===== src/hw/rtl/assert_macros.svh =====
// Assertion helpers shared by the RTL.
`ifndef ASSERT_MACROS_SVH
`define ASSERT_MACROS_SVH

// Concurrent check on a given clock, disabled while the given reset is low.
`define ASSERT_CLK_RST(label, clk_s, rstn_s, prop, msg) \
  label: assert property (@(posedge clk_s) disable iff (!rstn_s) prop) else $error(msg);

// Same check on the usual clk / rst_n pair.
`define ASSERT_STD(label, prop, msg) \
  `ASSERT_CLK_RST(label, clk, rst_n, prop, msg)

`endif


===== src/hw/rtl/pfd_pkg.sv =====
package pfd_pkg;

  // Fixed-point format and widths
  localparam int FRAC_BITS = 16;
  localparam int DATA_W    = 32;
  localparam int ERR_W     = DATA_W + 1;
  localparam int DIFFS_W   = ERR_W + 1;
  localparam int MUL_W     = ERR_W;
  localparam int PROD_W    = 2 * MUL_W;
  localparam int SH_W      = PROD_W - FRAC_BITS;
  localparam int WIDE_W    = PROD_W + 2;
  localparam int COEF_W    = 31;
  localparam int DT_W      = 17;
  localparam int MASK_W    = 3;
  localparam int CFG_IDX_W = 3;
  localparam int STEP_W    = 4;

  // Enable mask bit positions
  localparam int EN_SETPOINT = 0;
  localparam int EN_MEASURED = 1;
  localparam int EN_DRIVE    = 2;

  // Reset values of the limit and enable registers
  localparam logic [COEF_W-1:0] INTEG_LIMIT_RST = '1;
  localparam logic [MASK_W-1:0] ENABLE_RST      = '1;

  // Arithmetic constants
  localparam logic signed [DATA_W-1:0] INTEG_THRESH = DATA_W'((1 << FRAC_BITS) / 1000);
  localparam logic signed [WIDE_W-1:0] ONE_W        = WIDE_W'(1) << FRAC_BITS;
  localparam logic signed [WIDE_W-1:0] WMAX         = WIDE_W'({1'b0, {(DATA_W-1){1'b1}}});
  localparam logic signed [WIDE_W-1:0] WMIN         = -WMAX - WIDE_W'(1);
  localparam logic signed [DIFFS_W-1:0] DIFF_LIM    =
    DIFFS_W'({1'b0, {DATA_W{1'b1}}});

  // Register indexes on the config port
  typedef enum logic [CFG_IDX_W-1:0] {
    REG_PROP_GAIN     = 3'd0,
    REG_INTEG_GAIN    = 3'd1,
    REG_DERIV_GAIN    = 3'd2,
    REG_FILTER_COEF   = 3'd3,
    REG_INTEG_LIMIT   = 3'd4,
    REG_SAMPLE_PERIOD = 3'd5,
    REG_ENABLE_MASK   = 3'd6
  } cfg_reg_t;

  // Multiplier operand selects
  typedef enum logic [2:0] {
    SA_KI, SA_KD, SA_N, SA_KP, SA_KIDT, SA_KDN, SA_FAC
  } sel_a_t;

  typedef enum logic [2:0] {
    SB_DT, SB_N, SB_ERR, SB_DIFF, SB_LDERIV
  } sel_b_t;

  // Write-back of the previous product
  typedef enum logic [3:0] {
    WB_NONE, WB_KIDT, WB_KDN, WB_FAC, WB_P, WB_P_CLR, WB_INTEG, WB_DK, WB_D, WB_OUT
  } wb_t;

  typedef enum logic [1:0] {
    J_NONE, J_ALWAYS, J_INTEG_OFF
  } jmp_t;

  typedef logic [STEP_W-1:0] step_t;

  typedef struct packed {
    sel_a_t sel_a;
    sel_b_t sel_b;
    wb_t    wb;
    jmp_t   jmp;
    step_t  target;
    logic   ld_diff;
    logic   done;
  } ctrl_word_t;

  // Microprogram addresses
  localparam step_t ST_KIDT  = 4'd0;
  localparam step_t ST_KDN   = 4'd1;
  localparam step_t ST_NDT   = 4'd2;
  localparam step_t ST_PROP  = 4'd3;
  localparam step_t ST_INTEG = 4'd4;
  localparam step_t ST_DIFF  = 4'd5;
  localparam step_t ST_FILT  = 4'd6;
  localparam step_t ST_DSUM  = 4'd7;
  localparam step_t ST_OUT   = 4'd8;
  localparam step_t ST_NOINT = 4'd9;

  // Saturate a wide signed value to DATA_W bits
  function automatic logic signed [DATA_W-1:0] sat32(input logic signed [WIDE_W-1:0] x);
    logic signed [DATA_W-1:0] r;
    priority if (x > WMAX) begin
      r = DATA_W'(WMAX);
    end else if (x < WMIN) begin
      r = DATA_W'(WMIN);
    end else begin
      r = DATA_W'(x);
    end
    return r;
  endfunction

  // Control store: most steps multiply and write back the product of the step before
  function automatic ctrl_word_t ucode(input step_t step);
    ctrl_word_t w;
    w = '{sel_a: SA_KI, sel_b: SB_DT, wb: WB_NONE, jmp: J_NONE,
          target: ST_KIDT, ld_diff: 1'b0, done: 1'b0};
    unique case (step)
      ST_KIDT: begin
        w.sel_a = SA_KI;   w.sel_b = SB_DT;  w.ld_diff = 1'b1;
      end
      ST_KDN: begin
        w.sel_a = SA_KD;   w.sel_b = SB_N;   w.wb = WB_KIDT;
      end
      ST_NDT: begin
        w.sel_a = SA_N;    w.sel_b = SB_DT;  w.wb = WB_KDN;
      end
      ST_PROP: begin
        w.sel_a = SA_KP;   w.sel_b = SB_ERR; w.wb = WB_FAC;
        w.jmp = J_INTEG_OFF; w.target = ST_NOINT;
      end
      ST_INTEG: begin
        w.sel_a = SA_KIDT; w.sel_b = SB_ERR; w.wb = WB_P;
      end
      ST_DIFF: begin
        w.sel_a = SA_KDN;  w.sel_b = SB_DIFF; w.wb = WB_INTEG;
      end
      ST_FILT: begin
        w.sel_a = SA_FAC;  w.sel_b = SB_LDERIV; w.wb = WB_DK;
      end
      ST_DSUM: begin
        w.wb = WB_D;
      end
      ST_OUT: begin
        w.wb = WB_OUT;     w.done = 1'b1;
      end
      ST_NOINT: begin
        w.sel_a = SA_KDN;  w.sel_b = SB_DIFF; w.wb = WB_P_CLR;
        w.jmp = J_ALWAYS;  w.target = ST_FILT;
      end
      default: begin
        w.done = 1'b1;
      end
    endcase
    return w;
  endfunction

endpackage


===== src/hw/rtl/pfd_in_if.sv =====
interface pfd_in_if;
  import pfd_pkg::*;

  logic                     valid;
  logic                     ready;
  logic signed [DATA_W-1:0] setpoint;
  logic signed [DATA_W-1:0] measured;

  modport source (output valid, output setpoint, output measured, input ready);
  modport sink   (input valid, input setpoint, input measured, output ready);
endinterface


===== src/hw/rtl/pfd_out_if.sv =====
interface pfd_out_if;
  import pfd_pkg::*;

  logic                     valid;
  logic                     ready;
  logic signed [DATA_W-1:0] drive;

  modport source (output valid, output drive, input ready);
  modport sink   (input valid, input drive, output ready);
endinterface


===== src/hw/rtl/pid_filtered_derivative.sv =====
// Parallel PID controller with a filtered derivative, Q16.16 fixed point.
// in_chan carries one word per control period (setpoint, measured); out_chan
// returns one drive word for each. Both use valid/ready, a word moving on a
// clock edge with both high. Gains, filter coefficient, integrator limit,
// sample period and enable bits are written on cfg_we / cfg_idx / cfg_wdata;
// the user must do so only while the controller is idle; the block does not enforce it.
// Datapath: one shared 33x33 multiplier, driven by a small microprogram, does
// seven products per word (six when the integrator is switched off).
// in_chan.ready is low while the program runs, so a new word is taken only
// once the program for the last one has finished.
// The output register lets the next word be accepted while a drive word still
// waits; if the receiver stalls, the program holds on its final step until the
// register frees up, and no word is lost.
// Reset (rst_n low at a clock edge) clears all controller state, sets the
// integrator limit to full scale and all enable bits, and empties the output.
// in_chan.ready stays low while rst_n is low.
`include "assert_macros.svh"

module pid_filtered_derivative (
  input  logic                           clk,
  input  logic                           rst_n,
  pfd_in_if.sink                         in_chan,
  pfd_out_if.source                      out_chan,
  input  logic                           cfg_we,
  input  logic [pfd_pkg::CFG_IDX_W-1:0]  cfg_idx,
  input  logic [pfd_pkg::DATA_W-1:0]     cfg_wdata
);
  import pfd_pkg::*;

  // Configuration registers
  logic signed [DATA_W-1:0] prop_gain_r;
  logic signed [DATA_W-1:0] integ_gain_r;
  logic signed [DATA_W-1:0] deriv_gain_r;
  logic [COEF_W-1:0]        filter_coef_r;
  logic [COEF_W-1:0]        integ_limit_r;
  logic [DT_W-1:0]          sample_period_r;
  logic [MASK_W-1:0]        enable_mask_r;

  // Controller state
  logic signed [DATA_W-1:0] held_sp_r;
  logic signed [DATA_W-1:0] held_ms_r;
  logic signed [DATA_W-1:0] integ_acc_r;
  logic signed [ERR_W-1:0]  last_error_r;
  logic signed [DATA_W-1:0] last_deriv_r;

  // Sequencer
  logic       busy_r, busy_nxt;
  step_t      step_r, step_nxt;
  logic       out_valid_r, out_valid_nxt;
  ctrl_word_t cw;
  logic       out_free, exec, integ_off, jump_take, in_accept;

  // Datapath
  logic signed [ERR_W-1:0]   err_r, err_nxt;
  logic signed [ERR_W-1:0]   diff_r, diff_nxt;
  logic signed [DIFFS_W-1:0] dsum;
  logic signed [PROD_W-1:0]  prod_r;
  logic signed [MUL_W-1:0]   mul_a, mul_b;
  logic signed [SH_W-1:0]    prod_sh;
  logic signed [WIDE_W-1:0]  sh_w, isum, ilim, nlim;
  logic signed [DATA_W-1:0]  kidt_r, kdn_r, fac_r;
  logic signed [SH_W-1:0]    p_r, dk_r;
  logic signed [DATA_W-1:0]  sp_nxt, ms_nxt, integ_nxt, d_nxt, u_nxt, fac_nxt, kidt_nxt;
  logic signed [DATA_W-1:0]  out_drive_r;

  // Control word and handshake decode
  assign cw        = ucode(step_r);
  assign out_free  = !out_valid_r || out_chan.ready;
  assign exec      = busy_r && (!cw.done || out_free);
  assign integ_off = integ_gain_r <= INTEG_THRESH;
  assign jump_take = (cw.jmp == J_ALWAYS) || ((cw.jmp == J_INTEG_OFF) && integ_off);
  assign in_accept = in_chan.valid && in_chan.ready;

  assign in_chan.ready  = !busy_r && rst_n;
  assign out_chan.valid = out_valid_r;
  assign out_chan.drive = out_drive_r;

  // Input hold and error
  always_comb begin
    sp_nxt  = enable_mask_r[EN_SETPOINT] ? in_chan.setpoint : held_sp_r;
    ms_nxt  = enable_mask_r[EN_MEASURED] ? in_chan.measured : held_ms_r;
    err_nxt = ERR_W'(sp_nxt) - ERR_W'(ms_nxt);
  end

  // Error difference, clamped to +-(2^32 - 1)
  always_comb begin
    dsum = DIFFS_W'(err_r) - DIFFS_W'(last_error_r);
    priority if (dsum > DIFF_LIM) begin
      diff_nxt = ERR_W'(DIFF_LIM);
    end else if (dsum < -DIFF_LIM) begin
      diff_nxt = ERR_W'(-DIFF_LIM);
    end else begin
      diff_nxt = ERR_W'(dsum);
    end
  end

  // Multiplier operand muxes
  always_comb begin
    unique case (cw.sel_a)
      SA_KI:   mul_a = MUL_W'(integ_gain_r);
      SA_KD:   mul_a = MUL_W'(deriv_gain_r);
      SA_N:    mul_a = MUL_W'(filter_coef_r);
      SA_KP:   mul_a = MUL_W'(prop_gain_r);
      SA_KIDT: mul_a = MUL_W'(kidt_r);
      SA_KDN:  mul_a = MUL_W'(kdn_r);
      SA_FAC:  mul_a = MUL_W'(fac_r);
      default: mul_a = '0;
    endcase
    unique case (cw.sel_b)
      SB_DT:     mul_b = MUL_W'(sample_period_r);
      SB_N:      mul_b = MUL_W'(filter_coef_r);
      SB_ERR:    mul_b = err_r;
      SB_DIFF:   mul_b = diff_r;
      SB_LDERIV: mul_b = MUL_W'(last_deriv_r);
      default:   mul_b = '0;
    endcase
  end

  // Write-back arithmetic on the registered product (floor shift)
  always_comb begin
    prod_sh  = SH_W'(prod_r >>> FRAC_BITS);
    sh_w     = WIDE_W'(prod_sh);
    kidt_nxt = sat32(sh_w);
    fac_nxt  = sat32(ONE_W - sh_w);
    d_nxt    = sat32(WIDE_W'(dk_r) + sh_w);
    u_nxt    = sat32(WIDE_W'(p_r) + WIDE_W'(integ_acc_r) + WIDE_W'(last_deriv_r));
    isum     = WIDE_W'(integ_acc_r) + sh_w;
    ilim     = WIDE_W'(integ_limit_r);
    nlim     = -ilim;
    priority if (isum < nlim) begin
      integ_nxt = DATA_W'(nlim);
    end else if (isum > ilim) begin
      integ_nxt = DATA_W'(ilim);
    end else begin
      integ_nxt = DATA_W'(isum);
    end
  end

  // Sequencer next state
  always_comb begin
    step_nxt      = step_r;
    busy_nxt      = busy_r;
    out_valid_nxt = out_chan.ready ? 1'b0 : out_valid_r;
    priority if (in_accept) begin
      step_nxt = ST_KIDT;
      busy_nxt = 1'b1;
    end else if (exec) begin
      priority if (cw.done) begin
        step_nxt = ST_KIDT;
        busy_nxt = 1'b0;
      end else if (jump_take) begin
        step_nxt = cw.target;
      end else begin
        step_nxt = step_r + STEP_W'(1);
      end
    end
    if (exec && cw.wb == WB_OUT) begin
      out_valid_nxt = 1'b1;
    end
  end

  // Control, configuration and controller state
  always_ff @(posedge clk) begin
    if (!rst_n) begin
      busy_r          <= 1'b0;
      step_r          <= ST_KIDT;
      out_valid_r     <= 1'b0;
      prop_gain_r     <= '0;
      integ_gain_r    <= '0;
      deriv_gain_r    <= '0;
      filter_coef_r   <= '0;
      integ_limit_r   <= INTEG_LIMIT_RST;
      sample_period_r <= '0;
      enable_mask_r   <= ENABLE_RST;
      held_sp_r       <= '0;
      held_ms_r       <= '0;
      integ_acc_r     <= '0;
      last_error_r    <= '0;
      last_deriv_r    <= '0;
    end else begin
      busy_r      <= busy_nxt;
      step_r      <= step_nxt;
      out_valid_r <= out_valid_nxt;

      // register writes
      if (cfg_we) begin
        unique case (cfg_idx)
          REG_PROP_GAIN:     prop_gain_r     <= cfg_wdata;
          REG_INTEG_GAIN:    integ_gain_r    <= cfg_wdata;
          REG_DERIV_GAIN:    deriv_gain_r    <= cfg_wdata;
          REG_FILTER_COEF:   filter_coef_r   <= cfg_wdata[COEF_W-1:0];
          REG_INTEG_LIMIT:   integ_limit_r   <= cfg_wdata[COEF_W-1:0];
          REG_SAMPLE_PERIOD: sample_period_r <= cfg_wdata[DT_W-1:0];
          REG_ENABLE_MASK:   enable_mask_r   <= cfg_wdata[MASK_W-1:0];
          default: ;
        endcase
      end

      // held inputs
      if (in_accept) begin
        held_sp_r <= sp_nxt;
        held_ms_r <= ms_nxt;
      end

      // integrator and derivative memory
      if (exec) begin
        unique case (cw.wb)
          WB_INTEG: integ_acc_r <= integ_nxt;
          WB_P_CLR: integ_acc_r <= '0;
          WB_D: begin
            last_deriv_r <= d_nxt;
            last_error_r <= err_r;
          end
          default: ;
        endcase
      end
    end
  end

  // Datapath registers
  always_ff @(posedge clk) begin
    if (in_accept) begin
      err_r <= err_nxt;
    end
    if (exec) begin
      prod_r <= PROD_W'(mul_a) * PROD_W'(mul_b);
      if (cw.ld_diff) begin
        diff_r <= diff_nxt;
      end
      unique case (cw.wb)
        WB_KIDT:  kidt_r <= kidt_nxt;
        WB_KDN:   kdn_r  <= kidt_nxt;
        WB_FAC:   fac_r  <= fac_nxt;
        WB_P:     p_r    <= prod_sh;
        WB_P_CLR: p_r    <= prod_sh;
        WB_DK:    dk_r   <= prod_sh;
        WB_OUT:   out_drive_r <= enable_mask_r[EN_DRIVE] ? u_nxt : '0;
        default: ;
      endcase
    end
  end

  // Checks
  `ASSERT_STD(a_idle_at_start, !busy_r |-> (step_r == ST_KIDT), "idle with program running")
  `ASSERT_STD(a_accept_starts, in_accept |=> (busy_r && step_r == ST_KIDT), "word not started")
  `ASSERT_STD(a_stall_holds, (busy_r && cw.done && !out_free) |=> (busy_r && $stable(step_r)), "final step left under stall")
  `ASSERT_STD(a_result_lands, (exec && cw.wb == WB_OUT) |=> out_valid_r, "drive word dropped")

endmodule

===== src/flat_wrapper.sv =====
// flat-port wrapper written by rule: the top's interface ports become plain ports
module pid_filtered_derivative_flat import pfd_pkg::*;
  (clk, rst_n, cfg_we, cfg_idx, cfg_wdata, in_chan_valid, in_chan_setpoint, in_chan_measured, in_chan_ready, out_chan_valid, out_chan_drive, out_chan_ready);
  pfd_in_if in_chan_i ();
  pfd_out_if out_chan_i ();
  input  logic clk;
  input  logic rst_n;
  input  logic cfg_we;
  input  logic [pfd_pkg::CFG_IDX_W-1:0] cfg_idx;
  input  logic [pfd_pkg::DATA_W-1:0] cfg_wdata;
  input wire logic [$bits(in_chan_i.valid)-1:0] in_chan_valid;
  input wire logic [$bits(in_chan_i.setpoint)-1:0] in_chan_setpoint;
  input wire logic [$bits(in_chan_i.measured)-1:0] in_chan_measured;
  output wire logic [$bits(in_chan_i.ready)-1:0] in_chan_ready;
  output wire logic [$bits(out_chan_i.valid)-1:0] out_chan_valid;
  output wire logic [$bits(out_chan_i.drive)-1:0] out_chan_drive;
  input wire logic [$bits(out_chan_i.ready)-1:0] out_chan_ready;
  assign in_chan_i.valid = in_chan_valid;
  assign in_chan_i.setpoint = in_chan_setpoint;
  assign in_chan_i.measured = in_chan_measured;
  assign in_chan_ready = in_chan_i.ready;
  assign out_chan_valid = out_chan_i.valid;
  assign out_chan_drive = out_chan_i.drive;
  assign out_chan_i.ready = out_chan_ready;
  pid_filtered_derivative u_core (.clk(clk), .rst_n(rst_n), .in_chan(in_chan_i), .out_chan(out_chan_i), .cfg_we(cfg_we), .cfg_idx(cfg_idx), .cfg_wdata(cfg_wdata));
endmodule

===== config.mk =====
export PLATFORM = sky130hd
export DESIGN_NAME = pid_filtered_derivative_flat
export DESIGN_NICKNAME = d
export VERILOG_FILES = /design/src/hw/rtl/pfd_pkg.sv /design/src/hw/rtl/pfd_in_if.sv /design/src/hw/rtl/pfd_out_if.sv /design/src/hw/rtl/pid_filtered_derivative.sv /design/src/flat_wrapper.sv
export VERILOG_INCLUDE_DIRS = /design/src /design/src/hw/rtl
export SDC_FILE = /design/constraint.sdc
export NUM_CORES = 2
export LEC_CHECK = 0
export BUFFER_PORTS_ARGS = -buffer_cell sky130_fd_sc_hd__buf_2
export CAP_MARGIN = 0
export CORE_ASPECT_RATIO = 1.5
export CORE_MARGIN = 1
export CORE_UTILIZATION = 45
export DETAILED_ROUTE_END_ITERATION = 12
export PLACE_DENSITY_LB_ADDON = 0.2
export SETUP_SLACK_MARGIN = 0.05
export SLEW_MARGIN = 0
export SYNTH_ARGS = -nofsm -noshare
export SYNTH_HDL_FRONTEND = slang
export SYNTH_SLANG_ARGS = --single-unit

===== constraint.sdc =====
create_clock -name clk -period 10.5 [get_ports clk]
set_input_delay 0.525 -clock clk [delete_from_list [all_inputs] [get_ports clk]]
set_output_delay 0.525 -clock clk [all_outputs]
set_load 0.005 [all_outputs]

Yosys cells after proc, flatten, opt, wreduce, memory -nomap -nowiden
Cells that the tools add are included.

$add $sub $neg: 9. Multipliers: 1. $lt $le $gt $ge: 13. Equality and inequality tests: 37. Mux-type cells: 26. Bitwise gates (word level): 2. Reduce and logical (&&, ||, !) cells: 40.

Operators by type and width (count): $mux 32 (10); $pmux 33 s7 (1); $gt 68x32->1 const B (3); $lt 68x32->1 const B (3); $pmux 33 s5 (1); $gt 68x32->1 (1); $lt 68x68->1 (1); $neg 31->68 (1); $mul 33x33->66 (1); $pmux 32 s2 (1); $add 51x32->52 (1); $add 32x50->51 (1); $add 50x32->51 (1); $add 50x50->51 (1); $sub 18x50->51 const A (1); $gt 50x32->1 const B (1); $lt 50x32->1 const B (1); $pmux 4 s9 (1); $pmux 6 s6 (1); $gt 34x33->1 const B (1); $lt 34x33->1 const B (1); $reduce_and 2->1 (17); $sub 33x33->34 (1); $mux 33 (1); other kinds (26) (75).

Flip-flop bits (word level): 705. Bits of input ports: 104. Output and inout port bits: 34.

Longest topological paths before layout
Depth in word-level cells: 7. Mapped depth: 40.

Worst setup path after synthesis
OpenSTA, ideal clock, no wires.

Kind: register to register. From: register u_core.step_r[0]. To: register u_core.prod_r[64] (data pin). Library setup time: 0.195 ns. Arrival time: 10.417 ns. Path slack: -0.112 ns. Stages on the path, launching flop included: 39. Path buffers: 4. Clock period less this slack: 10.612 ns. Cells stage by stage: dfxtp_1 inv_1 ha_1 or3b_2 a21boi_1 clkbuf_1 buf_1 nand2_1 and4_1 clkbuf_1 clkbuf_1 a21oi_1 fa_1 inv_1 fa_1 inv_1 fa_1 inv_1 [... 3 more ...] fa_1 fa_1 inv_1 fa_1 inv_1 ha_1 a21oi_1 o21ai_0 a21o_1 a21o_1 a21oi_1 o21bai_1 a21o_1 a21oi_1 o21a_1 a21oi_1 or4_1 o311ai_0.

Word-level cells in the longest chain between the ends: 6. Elaborated cells on any way between the ends: 24. Classes of those cells: 1 x mul; 17 x eq/ne; 3 x mux; 3 x reduce/logical.

Ends and longest elaborated chain: from (decl) (RTL line pid_filtered_derivative.sv:48) `step_t step_r, step_nxt;`; from (signal assigned) (RTL line pid_filtered_derivative.sv:182) `step_r <= step_nxt;`; $eq 4x3->1 or $eq 4x4->1 (tied branches) (RTL line pfd_pkg.sv:106) `unique case (step)`; $reduce_or 2->1 (no line); $pmux 6 s6 (*) (RTL line pfd_pkg.sv:106); $eq 3x3->1 (tied with other cells) (RTL line pid_filtered_derivative.sv:99) `unique case (cw.sel_a)`; $pmux 33 s7 or $pmux 33 s5 (tied branches) (RTL line pid_filtered_derivative.sv:99, pid_filtered_derivative.sv:109); $mul 33x33->66 (*) (RTL line pid_filtered_derivative.sv:226) `prod_r <= PROD_W'(mul_a) * PROD_W'(mul_b);`; to (signal assigned) (RTL line pid_filtered_derivative.sv:226); to (decl) (RTL line pid_filtered_derivative.sv:57) `logic signed [PROD_W-1:0] prod_r;`.

Mark *: on every way between the ends. The rest lies on a longest branch, timed or not. A chain may end at the register's enable or synchronous reset.

Worst setup path in the final report
From: register u_core.step_r[1]. To: register u_core.prod_r[43] (data pin).

Same word-level chain as after synthesis.

==> metrics.md <==
| Metric | Value |
|---|---|
| Max incr delay on CP | `610 ps` |
| Layout cells sized above 1 | `0.1006` |
| Fraction of registers with async set/reset | `0` |
| Chip height | `521.5 um` |
| CP max stage cell | `fa_1` |
| Most common cell after layout, fill and taps aside | `inv_1` |
| Clock skew | `102.4 ps` |
| GRT overflow | `0` |
| Largest net degree at the start of global routing | `96` |
| Drt wl/cell | `27.38 um` |
| Setup tns final | `0 ps` |
| Net count reported at finish | `11100` |
| Met1 wire length | `114200 um` |
| Largest family of logic cells by synthesized area | `adder cells` |
| Final Wtd Congestion | `0.9834` |
| Post-route antenna net violation count | `0` |
| Hold crit path type | `primary input to flop` |
| Top layer in use | `met5` |
| Rows | `190` |
| Crit Path Class | `flop to flop` |
| CTS buffer count | `74` |
| Metal3 WL | `20640 um` |
| First-pass GRT wire length | `472200 um` |
| Slew headroom | `0.1656` |
| MaxCap Viol Count | `0` |
| Worst-case clock buffer depth | `3` |
| Met2 wire length | `157300 um` |
| Dpl ws | `3.975 ps` |
| Number of remaining DRC errors | `1` |
| GRT Total Usage | `0.3558` |
| Chip width | `348.4 um` |
| Sequential area share after synthesis | `0.2129` |
| Crit path capture type | `flop` |
| Switch share | `0.3106` |
| Mapped Cells | `9042` |
| Drt pass-1 iters | `13` |
| Xor-xnor portion of the synthesized cell area | `0.03148` |
| Combinational share of power | `0.175` |
| Distinct cells, synth | `94` |
| Yosys top cell area share | `0.2907` |
| I/O Pins | `138` |
| Syn nets | `10850` |
| Max-slew violations | `0` |
| Worst Setup Slack, final | `315.9 ps` |
| Worst Hold Slack | `141.6 ps` |
| Post-Synth Adder-Cell Area | `0.3768` |
| Seq cells post-synth | `689` |
| Final setup violation count | `0` |
| Power per cell area | `77.14 nW/um^2` |
| EDFF count, synth | `344` |
| Total Wirelength | `322000 um` |
| Vias | `68730` |
| Clock transition at path regs | `70 ps` |
| Syn. warnings | `0` |
| Least-Margin Pin Slew | `1240 ps` |
| Via/cell ratio | `5.844` |
| CTS tree | `built` |
| Clk Tree Root Cell | `clkbuf_16` |
| Post-synthesis mux area share | `0.01338` |
| Max FO, Critical Path | `16` |
| Startpoint types | `flop` |
| Power Total | `6.978 mW` |
| Peak supply drop | `0.0001287 V` |
| Synth Flop Type | `dfxtp_1` |
| Core Util, Final | `0.5060` |
| Endpoints failing hold | `0` |
| Net Switching | `2.167 mW` |
| Critical Path RT | `10880 ps` |
| RSZ-0062 raised after global routing | `yes` |
| Share of total power in the clock network | `0.393` |
| CTS Hold Bufs | `0` |
| # port buffers | `137` |
| Part of the power in registers | `0.432` |
| Internal power | `4.811 mW` |
| Simple-gate share of the synthesized area | `0.1496` |
| Initial DRC count | `5823` |
| Critical path arrival | `10560 ps` |
| Latest clock arrival within the worst-skew pair | `720 ps` |
| Core area | `178800 sq um` |
| Mean cell area of the mapped netlist | `8.955 sq um` |
| Failing checks | `design-rule violations` |
| Status | `finished, violations left` |
| Final Critical Period | `10180 ps` |
| Most frequent cells in the layout | `1401 x inv_1, 1333 x nand2_1, 1175 x fa_1` |
| Leak | `42.14 nW` |
| Area grow syn2layout | `11.71%` |
| Fillers | `17010` |
| Synth area leader | `fa_1` |
| Initial antenna violation count | `26` |
| Crit share post-route | `0.9699` |
| Vias in the first global route | `71670` |
| Starting density of the core | `0.4529` |
| Clk sinks | `689` |
| FMAX | `98.19 MHz` |
| Final HPWL DP | `262900 um` |
| Die area | `181700 sq um` |
| Compound-Gate Fraction of Synth Area | `0.1291` |
| Area contributors post-synth | `fa_1 29%, edfxtp_1 13%, dfxtp_1 8.5%` |
| Mapped Area | `80970 sq um` |
| H-tree levels | `3` |
[critical path, delay by kind of cell (launching register included)]
kind                     cells  cell delay (ps)
adder cells (fa/ha/maj)     10             3970
buffers and inverters       12             1700
flip-flops                   1              320
AND/OR/NAND/NOR              7             1750
XOR/XNOR                     1              150
AO/OA/AOI/OAI                9             1990
[per-layer routing]
metal | track usage | vias to the layer above
li1 | - | 30170
met5 | 0 | -
met3 | 0.04939 | 939
met4 | 0.2705 | 16
met2 | 0.6099 | 2880
met1 | 0.4010 | 34730
[final cells by class]
| class | count | area [sq um] | share of cell area |
|---|---|---|---|
| Antenna cell | 11 | 27.53 | 0.0003043 |
| Clock buffer | 110 | 2148 | 0.02375 |
| Clock inverter | 28 | 322.8 | 0.003569 |
| Inverter | 1408 | 5299 | 0.05858 |
| Multi-Input combinational cell | 6491 | 57230 | 0.6327 |
| Sequential cell | 689 | 17240 | 0.1906 |
| Tap cell | 2400 | 3003 | 0.03320 |
| Timing Repair Buffer | 624 | 5185 | 0.05732 |
[registers in the layout, indices dropped and copies added (netlist names), 32 cells and up]
name / count
u_core.kdn_r: 32
u_core.err_r: 33
u_core.p_r: 50
u_core.integ_gain_r: 32
u_core.last_deriv_r: 32
u_core.integ_acc_r: 32
u_core.diff_r: 33
u_core.dk_r: 50
u_core.fac_r: 32
u_core.deriv_gain_r: 32
u_core.prop_gain_r: 32
u_core.out_chan.drive: 32
u_core.prod_r: 50
u_core.kidt_r: 32
u_core.held_sp_r: 32
u_core.held_ms_r: 32
u_core.last_error_r: 33
[kinds of logic (layout without fill, tap and decap cells)]
group	count (synthesis)	in the layout
compound gates	1580	1580
xor+xnor	291	291
fa+ha+maj	1739	1739
buf+inv	1862	2170
flops	689	689
mux	104	104
other cells	0	11
simple gates	2777	2777
[power by group through the flow]
stage	sequential [mW]	clock (mW)	combinational, mW
finish	3.01	2.74	1.22
global route	3.01	2.86	1.30
floorplan	3.02	0	0.697
CTS	3.01	2.78	1.19
detailed placement	3.07	0	1.19
global placement	3.07	0	1.18
[through the flow]
| step | std cells | instance area [sq um] |
|---|---|---|
| finish | 11760 | 90460 |
| global placement | 11600 | 87480 |
| floorplan | 9042 | 80980 |
| detailed placement | 11600 | 87480 |
| CTS | 11740 | 89970 |
| global route | 11750 | 90440 |
[final timing paths]
path | start | end | slack (ps) | cells after the start
hold / removal | in_chan_measured[21] | u_core.held_ms_r[21] | 140 | 3
hold reg to reg | u_core.prop_gain_r[11] | u_core.prop_gain_r[11] | 450 | 2
setup / recovery | u_core.step_r[1] | u_core.prod_r[43] | 320 | 39
setup reg to reg | u_core.step_r[1] | u_core.prod_r[43] | 320 | 39
[cells in the mapped netlist, types with 70 or more instances]
library cell / count
inv_1: 1405
edfxtp_1: 344
nand2_1: 1337
dfxtp_1: 345
fa_1: 1176
nand3_1: 177
mux2i_1: 70
o21bai_1: 83
a21o_1: 149
nor2_1: 714
nor3_1: 95
o21ai_0: 236
xor2_1: 88
xnor2_1: 203
clkbuf_1: 419
a21oi_1: 487
ha_1: 532
[timing repair]
item                       4_1_cts  5_1_grt
setup buffers                    0       11
pin swaps                        0       21
setup endpoints to repair        7       28
gates resized for setup          5       80
cloned                           0        3
Power figures use the tool's default switching activity.
